**config.mk**
```make
export PLATFORM = sky130hd
export DESIGN_NAME = nquads_string_escaper
export DESIGN_NICKNAME = d
export VERILOG_FILES = /design/src/rtl/nqse_pkg.sv /design/src/rtl/nqse_encode.sv /design/src/rtl/nquads_string_escaper.sv
export SDC_FILE = /design/constraint.sdc
export NUM_CORES = 1
export LEC_CHECK = 0
export CAP_MARGIN = 10
export CORE_UTILIZATION = 35
export CTS_CLUSTER_DIAMETER = 60
export CTS_CLUSTER_SIZE = 16
export DETAILED_ROUTE_END_ITERATION = 12
export DONT_BUFFER_PORTS = 1
export GPL_TIMING_DRIVEN = 1
export MAX_ROUTING_LAYER = met4
export SLEW_MARGIN = 20
export SYNTH_ARGS = -nofsm -noshare
export SYNTH_HDL_FRONTEND = slang
export SYNTH_SLANG_ARGS = --single-unit
```
**constraint.sdc**
```tcl
create_clock -name clk -period 3.82 [get_ports clk]
set_input_delay 0.573 -clock clk [delete_from_list [all_inputs] [get_ports clk]]
set_output_delay 0.573 -clock clk [all_outputs]
set_load 0.005 [all_outputs]
```
**src/rtl/nqse_pkg.sv**
```systemverilog
// nqse_pkg: shared types and constants for the n-quads string escaper
// holds the escaped-sequence struct and the character codes used by the encoder
// no dependencies
package nqse_pkg;

	localparam logic [7:0] CH_BSLASH = 8'h5C;
	localparam logic [7:0] CH_QUOTE  = 8'h22;
	localparam logic [7:0] CH_U      = 8'h75;
	localparam logic [7:0] CH_ZERO   = 8'h30;
	localparam logic [7:0] CH_T      = 8'h74;
	localparam logic [7:0] CH_N      = 8'h6E;
	localparam logic [7:0] CH_R      = 8'h72;
	localparam logic [7:0] CH_A_OFS  = 8'h57;

	localparam logic [7:0] BYTE_TAB = 8'h09;
	localparam logic [7:0] BYTE_LF  = 8'h0A;
	localparam logic [7:0] BYTE_CR  = 8'h0D;

	localparam logic [2:0] CNT_PLAIN = 3'd1;
	localparam logic [2:0] CNT_SHORT = 3'd2;
	localparam logic [2:0] CNT_HEX   = 3'd6;

	typedef struct packed {
		logic [2:0] count;
		logic [7:0] b0;
		logic [7:0] b1;
		logic [7:0] b2;
		logic [7:0] b3;
		logic [7:0] b4;
		logic [7:0] b5;
	} esc_seq_t;

	// lowercase ascii hex digit of one nibble
	function automatic logic [7:0] hex_digit(input logic [3:0] nib);
		logic [7:0] ext;
		ext = {4'h0, nib};
		if (nib < 4'd10) begin
			return CH_ZERO + ext;
		end else begin
			return CH_A_OFS + ext;
		end
	endfunction

endpackage

```
**src/rtl/nqse_encode.sv**
```systemverilog
// nqse_encode: maps one byte to its escaped sequence of one to six bytes
// combinational only
// depends on nqse_pkg
module nqse_encode (
	input  logic [7:0]         in_byte,
	output nqse_pkg::esc_seq_t seq
);

	always_comb begin
		seq = '0;
		case (in_byte) inside
			[8'h00:8'h08], 8'h0B, 8'h0C, [8'h0E:8'h1F], [8'h7F:8'hA0]: begin
				seq.count = nqse_pkg::CNT_HEX;
				seq.b0    = nqse_pkg::CH_BSLASH;
				seq.b1    = nqse_pkg::CH_U;
				seq.b2    = nqse_pkg::CH_ZERO;
				seq.b3    = nqse_pkg::CH_ZERO;
				seq.b4    = nqse_pkg::hex_digit(in_byte[7:4]);
				seq.b5    = nqse_pkg::hex_digit(in_byte[3:0]);
			end
			nqse_pkg::BYTE_TAB: begin
				seq.count = nqse_pkg::CNT_SHORT;
				seq.b0    = nqse_pkg::CH_BSLASH;
				seq.b1    = nqse_pkg::CH_T;
			end
			nqse_pkg::BYTE_LF: begin
				seq.count = nqse_pkg::CNT_SHORT;
				seq.b0    = nqse_pkg::CH_BSLASH;
				seq.b1    = nqse_pkg::CH_N;
			end
			nqse_pkg::BYTE_CR: begin
				seq.count = nqse_pkg::CNT_SHORT;
				seq.b0    = nqse_pkg::CH_BSLASH;
				seq.b1    = nqse_pkg::CH_R;
			end
			nqse_pkg::CH_QUOTE, nqse_pkg::CH_BSLASH: begin
				seq.count = nqse_pkg::CNT_SHORT;
				seq.b0    = nqse_pkg::CH_BSLASH;
				seq.b1    = in_byte;
			end
			default: begin
				seq.count = nqse_pkg::CNT_PLAIN;
				seq.b0    = in_byte;
			end
		endcase
	end

endmodule

```
**src/rtl/nquads_string_escaper.sv**
```systemverilog
// nquads_string_escaper: top level, input register, encoder, result register
// path: accepted byte -> input register (byte_s1) -> encoder -> result register (seq_s2)
// throughput: one byte per cycle, limited only by out_stall backpressure
// reset: arst_n clears both stage valids; payload registers are not reset
// depends on nqse_pkg and nqse_encode
module nquads_string_escaper (
	input  logic       clk,
	input  logic       arst_n,
	input  logic       in_valid,
	output logic       in_stall,
	input  logic [7:0] in_byte,
	output logic       out_valid,
	input  logic       out_stall,
	output logic [2:0] out_count,
	output logic [7:0] out_b0,
	output logic [7:0] out_b1,
	output logic [7:0] out_b2,
	output logic [7:0] out_b3,
	output logic [7:0] out_b4,
	output logic [7:0] out_b5
);

	logic               valid_s1;
	logic [7:0]         byte_s1;
	logic               valid_s2;
	nqse_pkg::esc_seq_t seq_s2;
	nqse_pkg::esc_seq_t seq_next;
	logic               adv_s2;
	logic               adv_s1;

	assign adv_s2   = !valid_s2 || !out_stall;
	assign adv_s1   = !valid_s1 || adv_s2;
	assign in_stall = !adv_s1;

	nqse_encode u_encode (
		.in_byte (byte_s1),
		.seq     (seq_next)
	);

	always_ff @(posedge clk or negedge arst_n) begin
		if (!arst_n) begin
			valid_s1 <= 1'b0;
			valid_s2 <= 1'b0;
		end else begin
			if (adv_s1) begin
				valid_s1 <= in_valid;
			end
			if (adv_s2) begin
				valid_s2 <= valid_s1;
			end
		end
	end

	always_ff @(posedge clk) begin
		if (adv_s1 && in_valid) begin
			byte_s1 <= in_byte;
		end
		if (adv_s2 && valid_s1) begin
			seq_s2 <= seq_next;
		end
	end

	assign out_valid = valid_s2;
	assign out_count = seq_s2.count;
	assign out_b0    = seq_s2.b0;
	assign out_b1    = seq_s2.b1;
	assign out_b2    = seq_s2.b2;
	assign out_b3    = seq_s2.b3;
	assign out_b4    = seq_s2.b4;
	assign out_b5    = seq_s2.b5;

endmodule
```
# Word-level counts from Yosys, hierarchy flattened
# Index checks and enable logic that the tools add are counted.
[word_totals]
ff_bits = 61
latchBits = 0
ramBits = 0
rom_bits = 0
inputBits = 12
out_inout_bits = 53
n_memories = 0
[op_classes]
n_addsub = 4
mul = 0
n_div = 0
n_lt_le_gt_ge = 8
n_eq_ne = 7
shifts = 0
mux = 11
bitwise_logic = 1
reduce_logical = 18
[op_table]
columns = ["operator", "count"]
rows = [
  ["$eq A8 B4 Y1 const B", 5],
  ["$mux W11", 3],
  ["$mux W30", 1],
  ["$add A7 B4 Y8 const A", 2],
  ["$mux W8", 2],
  ["$add A6 B4 Y7 const A", 2],
  ["$mux W10", 1],
  ["$mux W5", 2],
  ["$reduce_or A10 Y1", 1],
  ["$reduce_or A9 Y1", 1],
  ["$eq A8 B6 Y1 const B", 1],
  ["$eq A8 B7 Y1 const B", 1],
  ["$ge A8 B1 Y1 const B", 1],
  ["$ge A8 B4 Y1 const B", 1],
  ["$ge A8 B7 Y1 const B", 1],
  ["$le A8 B4 Y1 const B", 1],
  ["$le A8 B5 Y1 const B", 1],
  ["$le A8 B8 Y1 const B", 1],
  ["$lt A4 B4 Y1 const B", 2],
  ["$reduce_or A8 Y1", 1],
  ["$mux W7", 1],
  ["$reduce_or A7 Y1", 1],
  ["$reduce_or A6 Y1", 1],
  ["$logic_and A1 B1 Y1", 5],
  ["6 further kinds", 10],
]

# Longest topological paths before layout
# Gate-level depths: netlist (run 1).
[logic_depth]
ltp_word = 6
depth_mapped = 10
ltp_nobuf = 8

# By module
# Synthesis (run 1) repeated with hierarchy kept, for this count alone.
[hier_totals]
cells_unflattened = 195
area_unflattened_um2 = 2788.9
[modules_own_cells]
columns = ["mod", "instances", "cells_each", "area_per_inst_um2", "seq_area_each_um2"]
rows = [
  ["nquads_string_escaper", 1, 67, 1864.3, 1821.7],
  ["nqse_encode", 1, 128, 924.6, 0.0],
]

# Worst setup path before layout (run 1)
# Ideal clock, no wire load.
[synth_path]
kind = "input-to-reg"
start = "in out_stall"
end = "reg seq_s2, in the netlist out_b0[0], enable pin"
setup_time_ns = 0.477
t_arrival_ns = 3.093
setup_slack_ns = 0.250
path_stages = 1
path_buffers = 0
cell_sequence = "a21boi_0"
[synth_via]
elab_chain_cells = 3
[synth_rtl]
columns = ["item", "line", "text"]
rows = [
  ["start: declaration", "nquads_string_escaper.sv:13", "input logic out_stall,"],
  ["$logic_not A1 Y1", "nquads_string_escaper.sv:31", "assign adv_s2 = !valid_s2 || !out_stall;"],
  ["$logic_or A1 B1 Y1", "nquads_string_escaper.sv:31", ""],
  ["$logic_and A1 B1 Y1", "nquads_string_escaper.sv:58", "if (adv_s2 && valid_s1) begin"],
  ["end signal: assignment", "nquads_string_escaper.sv:59", "seq_s2 <= seq_next;"],
  ["end: declaration", "nquads_string_escaper.sv:26", "nqse_pkg::esc_seq_t seq_s2;"],
]
# Every way passes these cells.
# A chain may end at the register's enable or synchronous reset.

# Final worst setup path (run 1)
[layout_path]
start = "reg byte_s1[5]"
end = "reg seq_s2, in the netlist out_b0[6], data pin"
[layout_via]
elab_chain_cells = 3
word_cells_on_any_way = 17
cone_classes = "order compare (6); eq/ne (7); reduce/logical (4)"
[layout_rtl]
columns = ["item", "line", "text"]
rows = [
  ["start: declaration", "nquads_string_escaper.sv:24", "logic [7:0] byte_s1;"],
  ["start signal: assignment", "nquads_string_escaper.sv:56", "byte_s1 <= in_byte;"],
  ["$ge A8 B7 Y1 (no line), or another cell as far along", "--", ""],
  ["$logic_and A1 B1 Y1 (no line)", "--", ""],
  ["$reduce_or A10 Y1 (no line) *", "--", ""],
]
# Mark *: on every way between the ends. The rest lies on a longest branch, timed or not.

==> flow_metrics.env, run 1 <==
export IMPL_dp_cells=241
export IMPL_synth_top_family_by_area="simple AND/OR/NAND/NOR gates"
export IMPL_crit_type="flip-flop to flip-flop"
export IMPL_clk_latency_ns=0.30
export IMPL_max_freq_mhz=377
export IMPL_drive_above_1_share=0.126
export IMPL_synth_edf_count=42
export IMPL_cts_tree="yes"
export IMPL_synth_ff_type="edfxtp_1"
export IMPL_startpoint_type="flip-flop"
export IMPL_io_pins=65
export IMPL_track_usage=0.124
export IMPL_n_antenna_cell=0
export IMPL_synthCells=176
export IMPL_syn_to_final_growth_pct=6.65
export IMPL_synthArstFlopShare=0.0455
export IMPL_dp_hpwl_mm=2.52
export IMPL_cts_made_buffers=5
export IMPL_clockBufferDepth=2
export IMPL_yosys_mux_area_fraction=0.00511
export IMPL_synth_simple_area_share=0.142
export IMPL_status="complete, no violations"
export IMPL_cts_resized=0
export IMPL_p_total_mw=1.12
export IMPL_syn_avg_cell_area_um2=12.5
export IMPL_fill_cells=550
export IMPL_yosysWarnings=0
export IMPL_power_density_mw_per_mm2=476
export IMPL_die_w_um=81.3
export IMPL_min_period_ns=2.65
export IMPL_finalWeightedCongestion=0.818
export IMPL_ant_nets=0
export IMPL_ys_ff_latch=44
export IMPL_synth_adder_area_share=0.0568
export IMPL_maxCapViolCount=0
export IMPL_setup_violations=0
export IMPL_drt_total_wl_mm=3.62
export IMPL_whs_ns=0.374
export IMPL_multiInputGateArea_um2=737
export IMPL_cts_clk_slew_worst_paths_ns=0.08
export IMPL_grt_max_degree=35
export IMPL_period_share=0.693
export IMPL_nets=197
export IMPL_seq_area_mm2=0.00131
export IMPL_grt_overflow_total=0
export IMPL_peakVddDrop_mv=0.254
export IMPL_wl_per_cell_um=14.5
export IMPL_die_area_mm2=0.00661
export IMPL_initialDrtViolationCount=69
export IMPL_skew_ns=0.00824
export IMPL_yosys_area_share_xor_xnor=0.00795
export IMPL_cts_root_buf="clkbuf_8"
export IMPL_hold_path_class="primary input to flip-flop"
export IMPL_cp_arrival_ns=2.70
export IMPL_viasPerCell=4.81
export IMPL_coreArea_mm2=0.00599
export IMPL_cts_max_level=2
export IMPL_final_util=0.392
export IMPL_rows=28
export IMPL_grt_pass1_vias=1164
export IMPL_synth_compound_area_frac=0.0920
export IMPL_hold_viol=0
export IMPL_dr_pass1_iters=4
export IMPL_die_y_um=81.3
export IMPL_worstPathMaxFanout=20
export IMPL_worstSetupEndpointType="flip-flop"
export IMPL_rsz0062_at_grt="no"
export IMPL_clock_sinks=44
export IMPL_grt_first_pass_wirelength_mm=5.86
export IMPL_antenna_found_initial=0
export IMPL_p_leak_nw=0.925
export IMPL_finalSetupTns_ns=0
export IMPL_vias=1203
export IMPL_io_buffers=0
export IMPL_slew_violations=0
export IMPL_drc=0
export IMPL_start_util=0.368
export IMPL_fin_cells=250
export IMPL_ys_seq_area_frac=0.595
export IMPL_synth_distinct_cells=44
export IMPL_required_ns=3.87
export IMPL_syn_area_mm2=0.00220
-- cells by family (layout without fill, tap and decap cells) --
logic type / Yosys count / count (layout)
compound gates: 28 / 28
xor+xnor: 2 / 2
fa+ha+maj: 10 / 10
buf+inv: 34 / 19
flops: 44 / 44
mux: 1 / 1
other cells: 1 / 15
simple gates: 56 / 56
-- through the flow --
step / area [um^2] / setup slack, ns
detailed placement: 2180 / 1.16
global placement: 2180 / 1.23
global route: 2350 / 0.979
CTS: 2320 / 1.15
floorplan: 2250 / 0.250
finish: 2350 / 1.17
-- Yosys cell counts (all sizes together), types with 2 or more instances --
| master | number | area, um^2 |
|---|---|---|
| a211oi | 2 | 25.0 |
| a21boi | 2 | 15.0 |
| a21o | 4 | 30.0 |
| a21oi | 9 | 45.0 |
| a22oi | 2 | 15.0 |
| and2 | 4 | 27.5 |
| and3 | 3 | 18.8 |
| buf | 21 | 166 |
| clkbuf | 3 | 11.3 |
| dfrtp | 2 | 50.1 |
| edfxtp | 42 | 1260 |
| ha | 10 | 125 |
| inv | 10 | 40.0 |
| nand2 | 13 | 51.3 |
| nand3 | 5 | 25.0 |
| nand3b | 2 | 15.0 |
| nor2 | 10 | 52.6 |
| nor2b | 2 | 12.5 |
| nor3 | 8 | 40.0 |
| o21ai | 3 | 15.0 |
| or3 | 2 | 12.5 |
| xnor2 | 2 | 17.5 |
-- sequential cells by signal, indices dropped and copies added, names as in the netlist --
signal,flops
byte_s1,8
out_valid,1
out_count,3
out_b1,8
valid_s1,1
out_b2,1
out_b4,7
out_b0,8
out_b5,7
-- worst paths after layout --
path                             from    endpoint  slack [ns]  cells after the start
max in group asynchronous      arst_n    valid_s1        3.19                      1
max                        byte_s1[5]   out_b0[6]        1.17                      8
min in group asynchronous      arst_n   out_valid        0.51                      1
min                        in_byte[3]  byte_s1[3]        0.37                      0
max reg2reg                byte_s1[5]   out_b0[6]        1.17                      8
min reg2reg                  valid_s1   out_valid        0.49                      1
-- area by class of cell --
type	instances	area share
Tap cell	75	0.0400
Multi-Input combinational cell	112	0.314
Timing Repair Buffer	2	0.0160
Sequential cell	44	0.558
Clock inverter	2	0.0256
Inverter	10	0.0170
Clock buffer	5	0.0293
-- metal layers --
metal  wire (um)  vias up  GRT usage
met2        1620       57      0.187
met5           0        -          -
met3         219        4     0.0382
met1        1730      550      0.151
met4          44        0     0.0589
li1            -      592          -
-- critical path: stages (launching register included) --
cell	delay [ns]
edfxtp_1	0.61
inv_1	0.17
ha_1	0.26
and2_1	0.18
a311oi_1	0.25
a311o_1	0.15
and2_4	0.31
inv_4	0.11
or3_1	0.36
-- where the power goes --
part / internal [mW] / switching, mW / total, mW / leakage [nW]
Clock: 0.257 / 0.150 / 0.408 / 0.0642
Sequential: 0.581 / 0.0345 / 0.616 / 0.432
Combinational: 0.0359 / 0.0585 / 0.0944 / 0.430
Total: 0.874 / 0.243 / 1.12 / 0.925
-- timing repair --
action / CTS / global route
hold buffers: 1 / 0
setup buffers: 0 / 0
endpoints found under the setup margin: 0 / 0
endpoints found under the hold margin: 2 / 0
-- layout by cell type, fill, tap and decap left out, types with 2 or more instances in the layout --
master,n
nor2_2,3
edfxtp_1,42
a21oi_1,9
nor2b_1,2
inv_1,9
conb_1,15
a21o_1,4
nor3_1,8
xnor2_1,2
a211oi_2,2
bufinv_16,2
clkbuf_8,5
and3_1,3
dfrtp_1,2
or3_1,2
nand3b_1,2
o21ai_0,3
nor2_1,6
and2_1,3
nand3_1,5
a22oi_1,2
nand2_1,12
ha_1,10
Power figures use the tool's default switching activity.
==> inputs of run 2 (changes only) <==
clock period = 2.5 ns   (was 3.82 ns; I/O delays follow)
==> run 2 against run 1 <==
Net effect:
- clock power grew 31%
- critical path depth did not move
- first-iteration DRC count rose by 14%
- global-route usage is 0.058 points lower
- sequential share of layout area fell by 0.53 points
- sequential cell count unchanged
- fmax grew 16%
- non-clock buffer count rose by 8
- utilization grew 0.38 points
- count of clock-buffer cells in the layout is the same
- hold slack got worse by 0.21 ns
- largest power group unchanged
- highest routed layer unchanged
==> flow_metrics.env, run 2 (synthesized netlist as in run 1, its figures left out) <==
export IMPL_cts_hold_buf=1
export IMPL_dp_hpwl_mm=2.63
export IMPL_wl_per_cell_um=14.2
export IMPL_hold_viol=0
export IMPL_startpoint_type="flip-flop"
export IMPL_maxCapViolCount=0
export IMPL_start_util=0.368
export IMPL_n_antenna_cell=0
export IMPL_period_share=0.911
export IMPL_cts_made_buffers=5
export IMPL_coreArea_mm2=0.00599
export IMPL_finalWeightedCongestion=0.825
export IMPL_slew_violations=0
export IMPL_crit_type="flip-flop to flip-flop"
export IMPL_cts_root_buf="clkbuf_8"
export IMPL_worstPathMaxFanout=11
export IMPL_final_util=0.396
export IMPL_ant_nets=0
export IMPL_final_common_cell="edfxtp_1"
export IMPL_finalSetupTns_ns=0
export IMPL_fill_cells=556
export IMPL_io_pins=65
export IMPL_vias=1283
export IMPL_drc=0
export IMPL_max_freq_mhz=439
export IMPL_cts_tree="yes"
export IMPL_cts_clk_slew_worst_paths_ns=0.08
export IMPL_cp_arrival_ns=2.33
export IMPL_status="complete, no violations"
export IMPL_grt_first_pass_wirelength_mm=5.91
export IMPL_post_cts_buffers=0
export IMPL_setup_violations=0
export IMPL_worstSetupEndpointType="flip-flop"
export IMPL_drive_above_1_share=0.168
export IMPL_p_leak_nw=0.946
export IMPL_nets=205
export IMPL_drt_total_wl_mm=3.68
export IMPL_rsz0062_at_grt="no"
export IMPL_grt_pass1_vias=1190
export IMPL_clk_latency_ns=0.30
export IMPL_grt_max_degree=35
export IMPL_initialDrtViolationCount=79
export IMPL_power_density_mw_per_mm2=684
export IMPL_track_usage=0.124
export IMPL_final_cell_mix="edfxtp_1 (42), conb_1 (15), nand2_1 (12), ha_1 (10)"
export IMPL_die_w_um=81.3
export IMPL_r2r_start="byte_s1[4]"
export IMPL_die_area_mm2=0.00661
export IMPL_hold_path_class="primary input to flip-flop"
export IMPL_required_ns=2.55
export IMPL_min_period_ns=2.28
export IMPL_die_y_um=81.3
export IMPL_viasPerCell=4.95
export IMPL_skew_ns=0.00410
export IMPL_io_buffers=0
export IMPL_antenna_found_initial=0
export IMPL_peakVddDrop_mv=0.239
export IMPL_syn_to_final_growth_pct=7.67
export IMPL_cts_max_level=2
export IMPL_dr_pass1_iters=4
export IMPL_hold_path_startpoint="in_byte[5]"
export IMPL_clock_sinks=44
export IMPL_crit_start="byte_s1[4]"
export IMPL_grt_overflow_total=0
export IMPL_rows=28
export IMPL_cts_resized=0
export IMPL_clockBufferDepth=2
[run 2: final timing paths]
check	endpoint	slack [ns]	cells past startpoint
max reg2reg	out_b0[3]	0.22	8
min	byte_s1[5]	0.17	0
max	out_b0[3]	0.22	8
min reg2reg	out_valid	0.49	1
min in group asynchronous	out_valid	0.30	1
max in group asynchronous	valid_s1	2.08	1
[run 2: worst max-delay path, stage by stage, from the launching register on]
cell and delay, ns:
edfxtp_1 0.40, inv_1 0.18, ha_1 0.24, a21boi_0 0.11, a311oi_1 0.30, a311o_1 0.16, and2_4 0.20, inv_4 0.08
or3_1 0.35
[run 2: layout make-up]
type / instances / area (um^2) / share of cell area
Clock buffer: 5 / 68.8 / 0.0290
Inverter: 10 / 40.0 / 0.0169
Multi-Input combinational cell: 112 / 737 / 0.311
Sequential cell: 44 / 1310 / 0.553
Timing Repair Buffer: 10 / 77.6 / 0.0327
Tap cell: 75 / 93.8 / 0.0396
Clock inverter: 3 / 42.5 / 0.0179
[run 2: report_power, final]
group | switching, mW | leakage (nW) | internal (mW)
clock network | 0.238 | 0.0541 | 0.295
registers | 0.0427 | 0.432 | 0.888
logic | 0.0995 | 0.460 | 0.0589
[run 2: metrics by stage]
stage / area, um^2 / cells / hold slack, ns / worst slack (ns) / power, mW
global route: 2370 / 259 / 0.156 / 0.0846 / 1.70
CTS: 2370 / 259 / 0.161 / 0.214 / 1.64
detailed placement: 2250 / 250 / 0.0795 / 0.229 / 1.11
floorplan: 2250 / 190 / 0.0794 / 0.0316 / 1.08
finish: 2370 / 259 / 0.167 / 0.222 / 1.62
global placement: 2250 / 250 / 0.0795 / 0.281 / 1.10
[run 2: per-layer routing]
metal | part of all wire | GRT usage | up-vias | wire (um)
li1 | - | - | 612 | -
met1 | 0.43 | 0.141 | 611 | 1580
met2 | 0.49 | 0.193 | 56 | 1780
met3 | 0.074 | 0.0438 | 4 | 273
met4 | 0.0098 | 0.0554 | 0 | 36
met5 | 0 | - | - | 0
==> inputs of run 3 (changes only) <==
CTS_CLUSTER_DIAMETER = default   (was 60)
SYNTH_HIERARCHICAL = 1   (was default)
==> run 3 against run 2 <==
Net effect:
- count of clock-buffer cells in the layout up 4
- sequential cell count up 17
- highest routed layer unchanged
- first-iteration DRC count up 23%
==> flow_metrics.env, run 3 <==
export IMPL_io_pins=65
export IMPL_required_ns=2.54
export IMPL_grt_pass1_vias=1449
export IMPL_drc=0
export IMPL_period_share=0.872
export IMPL_rsz0062_at_grt="no"
export IMPL_synthCells=195
export IMPL_p_seq_frac=0.572
export IMPL_syn_area_mm2=0.00279
export IMPL_slew_violations=0
export IMPL_worstPathMaxFanout=25
export IMPL_maxCapViolCount=0
export IMPL_relSlewSlack=0.569
export IMPL_clk_latency_ns=0.34
export IMPL_synth_edf_count=59
export IMPL_clock_sinks=61
export IMPL_fin_cells=304
export IMPL_initialDrtViolationCount=97
export IMPL_die_w_um=91.3
export IMPL_ys_ff_latch=61
export IMPL_cts_root_buf="clkbuf_8"
export IMPL_grt_max_degree=52
export IMPL_finalSetupTns_ns=0
export IMPL_track_usage=0.134
export IMPL_p_int_mw=1.72
export IMPL_drive_above_1_share=0.149
export IMPL_cts_max_level=3
export IMPL_setup_violations=0
export IMPL_ant_nets=0
export IMPL_hold_path_startpoint="in_byte[2]"
export IMPL_syn_to_final_growth_pct=7.40
export IMPL_fill_cells=736
export IMPL_vias=1487
export IMPL_path_cells="inv_1, ha_1, nand2_1, and3_1, nor4_4, buf_4, nand2_1"
export IMPL_syn_avg_cell_area_um2=14.3
export IMPL_synthArstFlopShare=0.0328
export IMPL_startpoint_type="flip-flop"
export IMPL_coreArea_mm2=0.00773
export IMPL_hold_viol=0
export IMPL_path_delay_family="simple AND/OR/NAND/NOR gates"
export IMPL_hold_path_class="primary input to flip-flop"
export IMPL_drt_total_wl_mm=4.99
export IMPL_seq_area_mm2=0.00182
export IMPL_yosysWarnings=6
export IMPL_crit_path_frequent_cell="nand2_1"
export IMPL_antenna_found_initial=0
export IMPL_finalWeightedCongestion=0.924
export IMPL_io_buffers=0
export IMPL_skew_ns=0.00822
export IMPL_worstReg2RegEnd="out_b3[5]"
export IMPL_worstSetupEndpointType="flip-flop"
export IMPL_multiInputGateArea_um2=793
export IMPL_path_buf_inv=2
export IMPL_worst_pin_slew_ns=0.647
export IMPL_p_leak_nw=1.11
export IMPL_synth_ff_type="edfxtp_1"
export IMPL_cp_arrival_ns=2.22
export IMPL_yosysTopAreaCellShare=0.635
export IMPL_ys_seq_area_frac=0.653
export IMPL_nets=219
export IMPL_cts_made_buffers=9
export IMPL_synth_distinct_cells=45
export IMPL_dp_hpwl_mm=3.24
export IMPL_viasPerCell=4.89
export IMPL_min_period_ns=2.18
export IMPL_final_cell_mix="edfxtp_1 (59), conb_1 (15), a21oi_1 (13), nand2_1 (11)"
export IMPL_power_density_mw_per_mm2=753
export IMPL_min_to="byte_s1[2]"
export IMPL_crit_slowest_cell="edfxtp_1"
export IMPL_start_util=0.361
export IMPL_grt_first_pass_wirelength_mm=7.96
export IMPL_r2r_start="byte_s1[4]"
export IMPL_dp_cells=288
export IMPL_wl_per_cell_um=16.4
export IMPL_comb_power_share=0.067
export IMPL_max_stage_delay_ns=0.47
export IMPL_hold_depth=0
export IMPL_clockBufferDepth=2
export IMPL_pwr_share_clk=0.362
export IMPL_p_sw_uw=531
export IMPL_synth_most_common_cell="edfxtp_1"
export IMPL_yosysTopAreaCell="edfxtp_1"
export IMPL_rows=32
export IMPL_peakVddDrop_mv=0.367
export IMPL_reg2reg_setup_slack_ns=0.32
export IMPL_cts_tree="yes"
export IMPL_max_freq_mhz=459
export IMPL_grt_overflow_total=0
export IMPL_reg2regPathDepth=7
export IMPL_die_area_mm2=0.00833
export IMPL_cts_clk_slew_worst_paths_ns=0.07
export IMPL_crit_type="flip-flop to flip-flop"
export IMPL_place_area_mm2=0.00281
export IMPL_die_y_um=91.3
export IMPL_switching_share=0.235
export IMPL_ys_top_cells_by_count="edfxtp_1 (59), buf_4 (21), a21oi_1 (13)"
export IMPL_synthTopCellsByArea="edfxtp_1 (64%), buf_4 (5.7%), ha_1 (4.0%)"
export IMPL_design_area_mm2=0.00300
export IMPL_dr_pass1_iters=4
export IMPL_status="complete, no violations"
export IMPL_final_common_cell="edfxtp_1"
export IMPL_n_antenna_cell=0
## run 3: cells by family after synthesis
group	after synthesis	share of synthesized area
AO/OA/AOI/OAI	30	0.0763
XOR/XNOR	2	0.00628
adder cells (fa/ha/maj)	9	0.0404
buffers and inverters	35	0.0852
flip-flops	61	0.653
other	1	0.00134
AND/OR/NAND/NOR	57	0.137
## run 3: timing repair
item / 4_1_cts / 5_1_grt
endpoints found under the hold margin: 2 / 0
hold buffers: 1 / 0
resized for setup: 0 / 0
buffers inserted: 0 / 0
## run 3: metrics by stage
step | hold WS [ns] | setup slack (ns) | total power [mW] | util
detailed placement | 0.0795 | 0.283 | 1.46 | 0.363
global route | 0.108 | 0.123 | 2.35 | 0.388
CTS | 0.109 | 0.281 | 2.29 | 0.388
global placement | 0.0795 | 0.350 | 1.46 | 0.363
floorplan | 0.0794 | 0.148 | 1.44 | -
finish | 0.131 | 0.320 | 2.25 | 0.388
## run 3: final cells by class
type,instances,area share
sequential,61,0.608
multi-input combinational,113,0.265
tap,102,0.0426
clock buffer,9,0.0414
clock inverter,6,0.0184
timing repair buffer,6,0.0159
inverter,7,0.00877
## run 3: worst max path at each step
stage               slack [ns]        end  cells past startpoint  startpoint
finish                    0.32  out_b3[5]                      7  byte_s1[4]
global route              0.12  out_b2[4]                      7  byte_s1[4]
CTS                       0.28  out_b3[5]                      7  byte_s1[4]
detailed placement        0.28  out_b2[4]                      7  byte_s1[4]
global placement          0.35  out_b0[0]                      7  byte_s1[4]
floorplan                 0.15  out_b0[0]                      1   out_valid
## run 3: power groups by stage
stage	registers [mW]	clock network (mW)	logic, mW
floorplan	1.29	0	0.148
global placement	1.31	0	0.147
detailed placement	1.31	0	0.151
CTS	1.29	0.848	0.153
global route	1.30	0.882	0.170
finish	1.29	0.815	0.151
## run 3: metal layers
metal | vias up | wire length (um) | GRT usage
li1 | 702 | - | -
met1 | 707 | 2350 | 0.165
met2 | 64 | 2280 | 0.194
met3 | 14 | 244 | 0.0461
met4 | 0 | 109 | 0.0714
met5 | - | 0 | -
## run 3: worst register-to-register path, delay by kind of cell (launching register included)
| family | cells | cell delay (ns) |
|---|---|---|
| flip-flops | 1 | 0.47 |
| adder cells (fa/ha/maj) | 1 | 0.22 |
| buffers and inverters | 2 | 0.52 |
| AND/OR/NAND/NOR | 4 | 0.67 |
